==> src/hw/rtl/priority_rectangle_hit_test_top_assert.svh <==
// Assertion macros for the top-level RTL file, which checks itself.
// Each macro checks on the rising edge of clk and is off while arst_n is low.
`ifndef PRIORITY_RECTANGLE_HIT_TEST_TOP_ASSERT_SVH
`define PRIORITY_RECTANGLE_HIT_TEST_TOP_ASSERT_SVH

// The consequent must hold in the same cycle as the antecedent.
`define PRHT_ASSERT_SAME(label, ante, cons) \
	label: assert property (@(posedge clk) disable iff (!arst_n) (ante) |-> (cons)) \
		else $error("prht same-cycle check failed");

// The consequent must hold in the cycle after the antecedent.
`define PRHT_ASSERT_NEXT(label, ante, cons) \
	label: assert property (@(posedge clk) disable iff (!arst_n) (ante) |=> (cons)) \
		else $error("prht next-cycle check failed");

`endif

==> src/hw/rtl/prht_pkg.sv <==
package prht_pkg;

	// Widths of the item fields.
	localparam int SLOT_W  = 6;
	localparam int KIND_W  = 3;
	localparam int COORD_W = 20;
	localparam int SIZE_W  = 16;

	// Slot numbers carry six bits, so no more than this many slots can be written.
	localparam int MAX_SLOTS = 64;

	// Member kinds; the numeric order is the match priority.
	localparam logic [KIND_W-1:0] KIND_EMPTY = 3'd0;
	localparam logic [KIND_W-1:0] KIND_STUD  = 3'd3;
	localparam logic [KIND_W-1:0] KIND_LAST  = 3'd5;

	// Stream widths.
	localparam int IN_DATA_W  = 128;
	localparam int OUT_DATA_W = 16;

	typedef enum logic {
		OP_WRITE = 1'b0,
		OP_QUERY = 1'b1
	} opcode_t;

	// One input item, unpacked from the slave stream.
	typedef struct packed {
		opcode_t                    opcode;
		logic [SLOT_W-1:0]          slot;
		logic [KIND_W-1:0]          member_kind;
		logic [COORD_W-1:0]         corner_u;
		logic [COORD_W-1:0]         corner_z;
		logic [SIZE_W-1:0]          member_length;
		logic [SIZE_W-1:0]          member_width;
		logic [COORD_W-1:0]         query_u;
		logic [COORD_W-1:0]         query_z;
	} item_t;

	// One table entry as stored in the member memory.
	typedef struct packed {
		logic [KIND_W-1:0]  kind;
		logic [COORD_W-1:0] corner_u;
		logic [COORD_W-1:0] corner_z;
		logic [SIZE_W-1:0]  len;
		logic [SIZE_W-1:0]  wid;
	} entry_t;

	// Controller states.
	typedef enum logic [1:0] {
		ST_IDLE,
		ST_SCAN,
		ST_DRAIN
	} state_t;

	// Commands from the controller to the datapath.
	typedef struct packed {
		logic start;
		logic write;
		logic read;
		logic emit;
	} cmd_t;

	// Status from the datapath to the controller.
	typedef struct packed {
		logic last_addr;
		logic pipe_empty;
		logic out_free;
	} status_t;

endpackage

==> src/hw/rtl/prht_ctrl.sv <==
module prht_ctrl (
	input  logic               clk,
	input  logic               arst_n,
	input  logic               in_valid,
	input  prht_pkg::opcode_t  in_opcode,
	input  prht_pkg::status_t  status,
	output logic               in_ready,
	output prht_pkg::cmd_t     cmd
);

	prht_pkg::state_t state_q;
	prht_pkg::state_t state_d;

	// State register.
	always_ff @(posedge clk or negedge arst_n) begin
		if (!arst_n) begin
			state_q <= prht_pkg::ST_IDLE;
		end else begin
			state_q <= state_d;
		end
	end

	// Next state and commands.
	always_comb begin
		state_d   = state_q;
		in_ready  = 1'b0;
		cmd       = '0;
		unique case (state_q)
			prht_pkg::ST_IDLE: begin
				in_ready = 1'b1;
				if (in_valid) begin
					if (in_opcode == prht_pkg::OP_QUERY) begin
						cmd.start = 1'b1;
						state_d   = prht_pkg::ST_SCAN;
					end else begin
						cmd.write = 1'b1;
					end
				end
			end
			prht_pkg::ST_SCAN: begin
				cmd.read = 1'b1;
				if (status.last_addr) begin
					state_d = prht_pkg::ST_DRAIN;
				end
			end
			prht_pkg::ST_DRAIN: begin
				// The result goes out once the compare pipeline has settled
				// and the output register can take it.
				if (status.pipe_empty && status.out_free) begin
					cmd.emit = 1'b1;
					state_d  = prht_pkg::ST_IDLE;
				end
			end
			default: begin
				state_d = prht_pkg::ST_IDLE;
			end
		endcase
	end

endmodule

==> src/hw/rtl/prht_datapath.sv <==
module prht_datapath #(
	parameter int ENTRIES = 64
) (
	input  logic                                clk,
	input  logic                                arst_n,
	input  prht_pkg::item_t                     item,
	input  prht_pkg::cmd_t                      cmd,
	output prht_pkg::status_t                   status,
	input  logic                                out_ready,
	output logic                                out_valid,
	output logic [prht_pkg::OUT_DATA_W-1:0]     out_data
);

	// Only the slots that a six-bit slot number reaches are stored.
	localparam int DEPTH = (ENTRIES < prht_pkg::MAX_SLOTS) ? ENTRIES : prht_pkg::MAX_SLOTS;
	localparam int AW    = $clog2(DEPTH);

	prht_pkg::entry_t                 mem_q [DEPTH];
	logic [DEPTH-1:0]                 ent_vld_q;
	logic [AW-1:0]                    idx_q;
	logic [prht_pkg::COORD_W-1:0]     qu_q;
	logic [prht_pkg::COORD_W-1:0]     qz_q;

	prht_pkg::entry_t                 ent_s1;
	logic                             ent_vld_s1;
	logic [AW-1:0]                    slot_s1;
	logic                             vld_s1_q;

	logic                             vld_s2_q;
	logic                             hit_s2;
	logic [prht_pkg::KIND_W-1:0]      kind_s2;
	logic [AW-1:0]                    slot_s2;

	logic                             found_q;
	logic [prht_pkg::KIND_W-1:0]      best_kind_q;
	logic [AW-1:0]                    best_slot_q;

	logic                             out_vld_q;
	logic [prht_pkg::OUT_DATA_W-1:0]  out_data_q;

	logic                             wr_in_range;
	logic                             wr_kind_ok;
	logic [prht_pkg::SIZE_W-1:0]      du;
	logic [prht_pkg::SIZE_W-1:0]      dz;
	logic [prht_pkg::COORD_W:0]       upper_u;
	logic [prht_pkg::COORD_W:0]       upper_z;
	logic                             hit_s1;
	logic                             take_best;

	// Write decode: out-of-range slots are dropped, unknown kinds clear.
	assign wr_in_range = 32'({26'd0, item.slot}) < 32'(DEPTH);
	assign wr_kind_ok  = (item.member_kind != prht_pkg::KIND_EMPTY) &&
		(item.member_kind <= prht_pkg::KIND_LAST);

	// Member memory: one write port, one registered read port.
	always_ff @(posedge clk) begin
		if (cmd.write && wr_in_range && wr_kind_ok) begin
			mem_q[item.slot[AW-1:0]] <= '{
				kind:     item.member_kind,
				corner_u: item.corner_u,
				corner_z: item.corner_z,
				len:      item.member_length,
				wid:      item.member_width
			};
		end
	end

	always_ff @(posedge clk) begin
		ent_s1     <= mem_q[idx_q];
		ent_vld_s1 <= ent_vld_q[idx_q];
		slot_s1    <= idx_q;
	end

	// Entry valid bits; an invalid entry reads as an empty slot.
	always_ff @(posedge clk or negedge arst_n) begin
		if (!arst_n) begin
			ent_vld_q <= '0;
		end else if (cmd.write && wr_in_range) begin
			ent_vld_q[item.slot[AW-1:0]] <= wr_kind_ok;
		end
	end

	// Scan address counter and the query point.
	always_ff @(posedge clk or negedge arst_n) begin
		if (!arst_n) begin
			idx_q <= '0;
		end else if (cmd.start) begin
			idx_q <= '0;
		end else if (cmd.read) begin
			idx_q <= AW'(idx_q + 1'b1);
		end
	end

	always_ff @(posedge clk) begin
		if (cmd.start) begin
			qu_q <= item.query_u;
			qz_q <= item.query_z;
		end
	end

	assign status.last_addr = (idx_q == AW'(DEPTH - 1));

	// Containment test on the entry read last cycle. Studs stand upright,
	// so their length runs along z. Upper bounds carry one extra bit.
	always_comb begin
		if (ent_s1.kind == prht_pkg::KIND_STUD) begin
			du = ent_s1.wid;
			dz = ent_s1.len;
		end else begin
			du = ent_s1.len;
			dz = ent_s1.wid;
		end
		upper_u = {ent_s1.corner_u[prht_pkg::COORD_W-1], ent_s1.corner_u} + {5'd0, du};
		upper_z = {ent_s1.corner_z[prht_pkg::COORD_W-1], ent_s1.corner_z} + {5'd0, dz};
		hit_s1  = ent_vld_s1 &&
			(ent_s1.len != '0) && (ent_s1.wid != '0) &&
			($signed(qu_q) >= $signed(ent_s1.corner_u)) &&
			($signed({qu_q[prht_pkg::COORD_W-1], qu_q}) <= $signed(upper_u)) &&
			($signed(qz_q) >= $signed(ent_s1.corner_z)) &&
			($signed({qz_q[prht_pkg::COORD_W-1], qz_q}) <= $signed(upper_z));
	end

	// Pipeline valids.
	always_ff @(posedge clk or negedge arst_n) begin
		if (!arst_n) begin
			vld_s1_q <= 1'b0;
			vld_s2_q <= 1'b0;
		end else begin
			vld_s1_q <= cmd.read;
			vld_s2_q <= vld_s1_q;
		end
	end

	always_ff @(posedge clk) begin
		hit_s2  <= hit_s1;
		kind_s2 <= ent_s1.kind;
		slot_s2 <= slot_s1;
	end

	assign status.pipe_empty = !vld_s1_q && !vld_s2_q;

	// Best match so far: a lower kind wins; within a kind the earlier
	// slot, which the ascending scan sees first, is kept.
	assign take_best = vld_s2_q && hit_s2 && (!found_q || (kind_s2 < best_kind_q));

	always_ff @(posedge clk or negedge arst_n) begin
		if (!arst_n) begin
			found_q     <= 1'b0;
			best_kind_q <= prht_pkg::KIND_EMPTY;
			best_slot_q <= '0;
		end else if (cmd.start) begin
			found_q     <= 1'b0;
			best_kind_q <= prht_pkg::KIND_EMPTY;
			best_slot_q <= '0;
		end else if (take_best) begin
			found_q     <= 1'b1;
			best_kind_q <= kind_s2;
			best_slot_q <= slot_s2;
		end
	end

	// Output register; it holds a result until the transfer completes.
	assign status.out_free = !out_vld_q || out_ready;

	always_ff @(posedge clk or negedge arst_n) begin
		if (!arst_n) begin
			out_vld_q <= 1'b0;
		end else if (cmd.emit) begin
			out_vld_q <= 1'b1;
		end else if (out_ready) begin
			out_vld_q <= 1'b0;
		end
	end

	always_ff @(posedge clk) begin
		if (cmd.emit) begin
			out_data_q <= {7'd0, prht_pkg::SLOT_W'(best_slot_q), best_kind_q};
		end
	end

	assign out_valid = out_vld_q;
	assign out_data  = out_data_q;

endmodule

==> src/hw/rtl/priority_rectangle_hit_test_top.sv <==
// Channel   Direction  Ports                      Contents
// s_        in         tvalid tready tdata tuser  write or query item
// m_        out        tvalid tready tdata        hit kind and slot
//
// A write gives no result. A query scans the stored slots (ENTRIES, at
// most 64) one per cycle, and no new item is taken until its result has
// been moved into the output register.
// Reset clears the entry valid bits at once; no clearing pass.
// A result waits in the output register while m_tready is low; the next
// item is still taken, and a later query holds its result until it frees.
`include "priority_rectangle_hit_test_top_assert.svh"

module priority_rectangle_hit_test_top #(
	parameter int ENTRIES = 64
) (
	input  logic                               clk,
	input  logic                               arst_n,
	input  logic                               s_tvalid,
	output logic                               s_tready,
	// slot[5:0], member_kind[8:6], corner_u[28:9], corner_z[48:29],
	// member_length[64:49], member_width[80:65], query_u[100:81],
	// query_z[120:101], zero above
	input  logic [prht_pkg::IN_DATA_W-1:0]     s_tdata,
	// opcode[0]
	input  logic                               s_tuser,
	output logic                               m_tvalid,
	input  logic                               m_tready,
	// hit_kind[2:0], hit_slot[8:3], zero above
	output logic [prht_pkg::OUT_DATA_W-1:0]    m_tdata
);

	prht_pkg::item_t   item;
	prht_pkg::cmd_t    cmd;
	prht_pkg::status_t status;

	// Unpack the input item.
	always_comb begin
		item.opcode        = prht_pkg::opcode_t'(s_tuser);
		item.slot          = s_tdata[5:0];
		item.member_kind   = s_tdata[8:6];
		item.corner_u      = s_tdata[28:9];
		item.corner_z      = s_tdata[48:29];
		item.member_length = s_tdata[64:49];
		item.member_width  = s_tdata[80:65];
		item.query_u       = s_tdata[100:81];
		item.query_z       = s_tdata[120:101];
	end

	prht_ctrl u_ctrl (
		.clk       (clk),
		.arst_n    (arst_n),
		.in_valid  (s_tvalid),
		.in_opcode (item.opcode),
		.status    (status),
		.in_ready  (s_tready),
		.cmd       (cmd)
	);

	prht_datapath #(
		.ENTRIES (ENTRIES)
	) u_datapath (
		.clk       (clk),
		.arst_n    (arst_n),
		.item      (item),
		.cmd       (cmd),
		.status    (status),
		.out_ready (m_tready),
		.out_valid (m_tvalid),
		.out_data  (m_tdata)
	);

	// No result can appear in the cycle after an input transfer made while no result is pending.
	`PRHT_ASSERT_NEXT(a_no_early_result, s_tvalid && s_tready && !m_tvalid, !m_tvalid)
	// A reported kind is always a real member kind or none.
	`PRHT_ASSERT_SAME(a_kind_range, m_tvalid, m_tdata[2:0] <= prht_pkg::KIND_LAST)
	// A miss reports slot zero.
	`PRHT_ASSERT_SAME(a_miss_slot_zero, m_tvalid && (m_tdata[2:0] == prht_pkg::KIND_EMPTY),
		m_tdata[8:3] == 6'd0)

endmodule

==> config.mk <==
export PLATFORM = sky130hd
export DESIGN_NAME = priority_rectangle_hit_test_top
export DESIGN_NICKNAME = d
export VERILOG_FILES = /design/src/hw/rtl/prht_pkg.sv /design/src/hw/rtl/prht_ctrl.sv /design/src/hw/rtl/prht_datapath.sv /design/src/hw/rtl/priority_rectangle_hit_test_top.sv
export VERILOG_INCLUDE_DIRS = /design/src /design/src/hw/rtl
export SDC_FILE = /design/constraint.sdc
export NUM_CORES = 2
export LEC_CHECK = 0
export BUFFER_PORTS_ARGS = -buffer_cell sky130_fd_sc_hd__clkbuf_2
export CAP_MARGIN = 20
export CORE_AREA = 2 2 745 747
export DETAILED_ROUTE_END_ITERATION = 16
export DIE_AREA = 0 0 747 749
export HOLD_SLACK_MARGIN = 0.06
export PLACE_DENSITY = 0.49
export RECOVER_POWER = 100
export SYNTH_ARGS = -nofsm -noshare
export SYNTH_HDL_FRONTEND = slang
export SYNTH_MEMORY_MAX_BITS = 65536
export SYNTH_SLANG_ARGS = --single-unit
==> constraint.sdc <==
create_clock -name clk -period 6.65 [get_ports clk]
set_input_delay 0.3325 -clock clk [delete_from_list [all_inputs] [get_ports clk]]
set_output_delay 0.3325 -clock clk [all_outputs]
set_load 0.03 [all_outputs]
==> flow_summary.ini <==
[setup_path]
path_class = flop to flop
crit_required_ns = 7.49
endpoint_kind = flop
path_max_fanout = 58
r2r-start = u_datapath.idx_q[1]$_DFFE_PN0P_
r2r_slack_ns = 0.53
arrival_ns = 6.96
critPathLaunch = u_datapath.idx_q[1]$_DFFE_PN0P_
cp-start-kind = flop

[drt]
wl_mm = 568
first_iter_violations = 10700
highest-signal-layer = met5
wl_met3_mm = 33.8
met2_length_mm = 277
vias = 90800
drt-met1-wl_mm = 241
first_pass_iters = 6
vias_per_cell = 5.54
wl_per_cell_microns = 34.7
drtAntennaViolNets = 0
drcViolationCount = 0

[clock_tree]
cts_resized = 0
cts_tree = built
cts_buffers = 545
clock_sinks = 5026
cts_buffer_depth = 4
cts-root-buf = clkbuf_16
hold_buffers = 113
cts_max_level = 6
post_cts_buffers = 0
cts.clk_slew.worst_paths_ns = 0.06
clock_latency_ns = 1.07

[die]
dieArea_sq_um = 560000
die_w_microns = 747
io_pins = 151
core_sq_um = 551000
initial_core_util_pct = 34.9
num_rows = 273
die_h_microns = 749

[pwr]
total_leakage_power_nw = 68.9
powerDensity_nw_per_um2 = 405
seqPwrFrac_pct = 39.8
p_comb_share_pct = 27.4
swShare_pct = 29.0
internal-power_mw = 64.2
pwr-share-clk_pct = 32.8
vdd_drop_max_mv = 0.306
p_switching_mw = 26.2

[sta]
post-route-min-period_ns = 6.12
period_share_pct = 92.0
finalHoldViolations = 0
setup_viol = 0
finalSetupTns_ns = 0
fmax_mhz = 163
rsz0062_at_grt = false
drv_slew = 6984
skew_ns = 0.0574
relSlewSlack_pct = -191
worstMarginPinSlew_ns = 4.37

[global_routing]
grt_pass1_vias = 92700
grt_max_degree = 137
grt_pass1_wl_mm = 777
grt-ovfl-total = 0
gr-usage-all-layers_pct = 19.9
antenna_found_initial = 69

[layout]
nNetsFinal = 8894
stdcell_area_sq_um = 223000
stdcell_count = 16400
drive_gt1_share_pct = 30.1
area_delta_synth_final_pct = 15.9

[synth]
ys_types = 54
synthTopCellsByArea = edfxtp_1 (76%), mux4_2 (19%), dfrtp_1 (1.1%)
synth.largest_area_cell = edfxtp_1
synth_top_area_share_pct = 75.6
ys_seq_area_share_pct = 77.7
synth_seq_cells = 5026
synthFlopType = edfxtp_1
synth_edf_count = 4849
async_flop_share_pct = 1.69
synth_cells = 7802
avgSynthCellArea_sq_um = 24.7
yosysWarnings = 0
netlist_area_sq_um = 193000

[placement]
numPortBuffers = 136
dp.cells = 15200
placedInstanceArea_sq_um = 206000
hpwlAfterDp_mm = 311
finalWeightedCongestion = 0.819

[outcome]
violations = max-capacitance violations, max-slew violations
outcome = finished, violations left

[min_path]
min-delay-path-class = input pin to flop
min_from = s_tdata[1]

[job]
cap_violations = 145
==> through the flow <==
| stage | power, mW | utilization (%) | hold WS (ns) | setup slack (ns) |
|---|---|---|---|---|
| after floorplan | 52.8 | - | 0.0369 | 1.23 |
| after global placement | 61.8 | 37.3 | 0.133 | 1.05 |
| after detailed placement | 61.7 | 37.4 | 0.136 | 1.23 |
| after CTS | 91.5 | 40.7 | 0.134 | 1.17 |
| after global routing | 93.9 | 40.5 | 0.183 | 0.374 |
| final | 90.4 | 40.5 | 0.212 | 0.530 |
==> registers in the layout (all words and copies together) (netlist names) <==
signal and flops:
u_datapath.idx_q 6, u_datapath.hit_s2 1, u_datapath.slot_s2 6, u_datapath.qz_q 20, u_datapath.ent_vld_s1 1, u_datapath.out_data 9, u_datapath.found_q 1, u_datapath.best_slot_q 6
u_datapath.qu_q 20, u_datapath.vld_s2_q 1, u_ctrl.state_q 2, u_datapath.slot_s1 6, u_datapath.ent_vld_q 64, u_datapath.ent_s1 75, u_datapath.out_valid 1, u_datapath.best_kind_q 3
u_datapath.vld_s1_q 1, u_datapath.mem_q 4800, u_datapath.kind_s2 3
==> power by group through the flow <==
stage	registers, mW	clock network [mW]	logic (mW)
floorplan	36.0	0	16.8
global placement	36.6	0	25.2
detailed placement	36.6	0	25.1
CTS	35.9	30.3	25.3
global route	36.0	31.5	26.4
finish	36.0	29.7	24.8
==> cells by family after synthesis <==
kind of cell,Yosys count,share of synthesized area (%)
buffers and inverters,454,0.981
adder cells (fa/ha/maj),119,0.781
flip-flops,5026,77.7
multiplexers,1639,18.9
XOR/XNOR,32,0.146
AO/OA/AOI/OAI,289,0.873
AND/OR/NAND/NOR,242,0.611
other,1,0.00195
==> per-layer routing <==
metal | vias up | global-route usage, %
li1 | 35700 | -
met3 | 784 | 2.79
met1 | 51000 | 27.9
met4 | 16 | 5.10
met2 | 3247 | 32.9
met5 | - | 0
==> layout make-up <==
class | instances | area, sq um
antenna | 17 | 42.5
clock buffer | 707 | 14800
clock inverter | 275 | 2610
fill | 48100 | 328000
inverter | 54 | 203
multi-input combinational | 2328 | 41300
sequential | 5026 | 150000
tap | 7287 | 9120
timing repair buffer | 687 | 5520
==> cell usage after synthesis, drive strengths merged, types with 43 or more instances <==
| library cell | count |
|---|---|
| edfxtp | 4849 |
| mux4 | 1596 |
| clkbuf | 221 |
| buf | 179 |
| o21ai | 153 |
| ha | 117 |
| nor2 | 96 |
| dfxtp | 92 |
| dfrtp | 85 |
| inv | 54 |
| a21oi | 48 |
| a21o | 43 |
==> worst max-delay path, cell delays in order, from the launching register on <==
cell	delay, ns
dfrtp_1	2.81
buf_12	0.36
clkbuf_4	0.91
mux4_2	0.42
mux4_2	0.52
mux4_2	0.67
==> worst paths after layout <==
kind	to	cells after the start
max in group asynchronous	u_datapath.idx_q[2]$_DFFE_PN0P_	5
min	u_datapath.ent_vld_q[52]$_DFFE_PN0P_	6
min in group asynchronous	u_datapath.ent_vld_q[13]$_DFFE_PN0P_	4
max	u_datapath.ent_s1[31]$_DFF_P_	5
max reg2reg	u_datapath.ent_s1[31]$_DFF_P_	5
min reg2reg	u_datapath.slot_s2[2]$_DFF_P_	0
==> cells in the final DEF (no fill, tap or decap), types with 18 or more instances in the layout <==
master | netlist | routed
clkbuf_16 | 0 | 566
ha_1 | 117 | 117
inv_1 | 54 | 54
clkbuf_1 | 221 | 337
dlygate4sd3_1 | 0 | 156
clkbuf_4 | 0 | 39
nor2_1 | 96 | 64
a21o_1 | 43 | 43
nand3_1 | 18 | 18
nand4_1 | 22 | 22
edfxtp_1 | 4849 | 4849
nor2_4 | 0 | 28
clkinv_2 | 0 | 73
o21ai_0 | 153 | 153
buf_4 | 9 | 82
mux4_2 | 1596 | 1596
dfrtp_1 | 85 | 83
bufinv_16 | 0 | 37
a21oi_1 | 48 | 48
buf_12 | 0 | 81
xnor2_1 | 18 | 18
nand2_1 | 36 | 36
clkinv_1 | 0 | 114
clkbuf_2 | 0 | 118
dfxtp_1 | 92 | 92
mux2_2 | 33 | 33
Power figures use the tool's default switching activity.
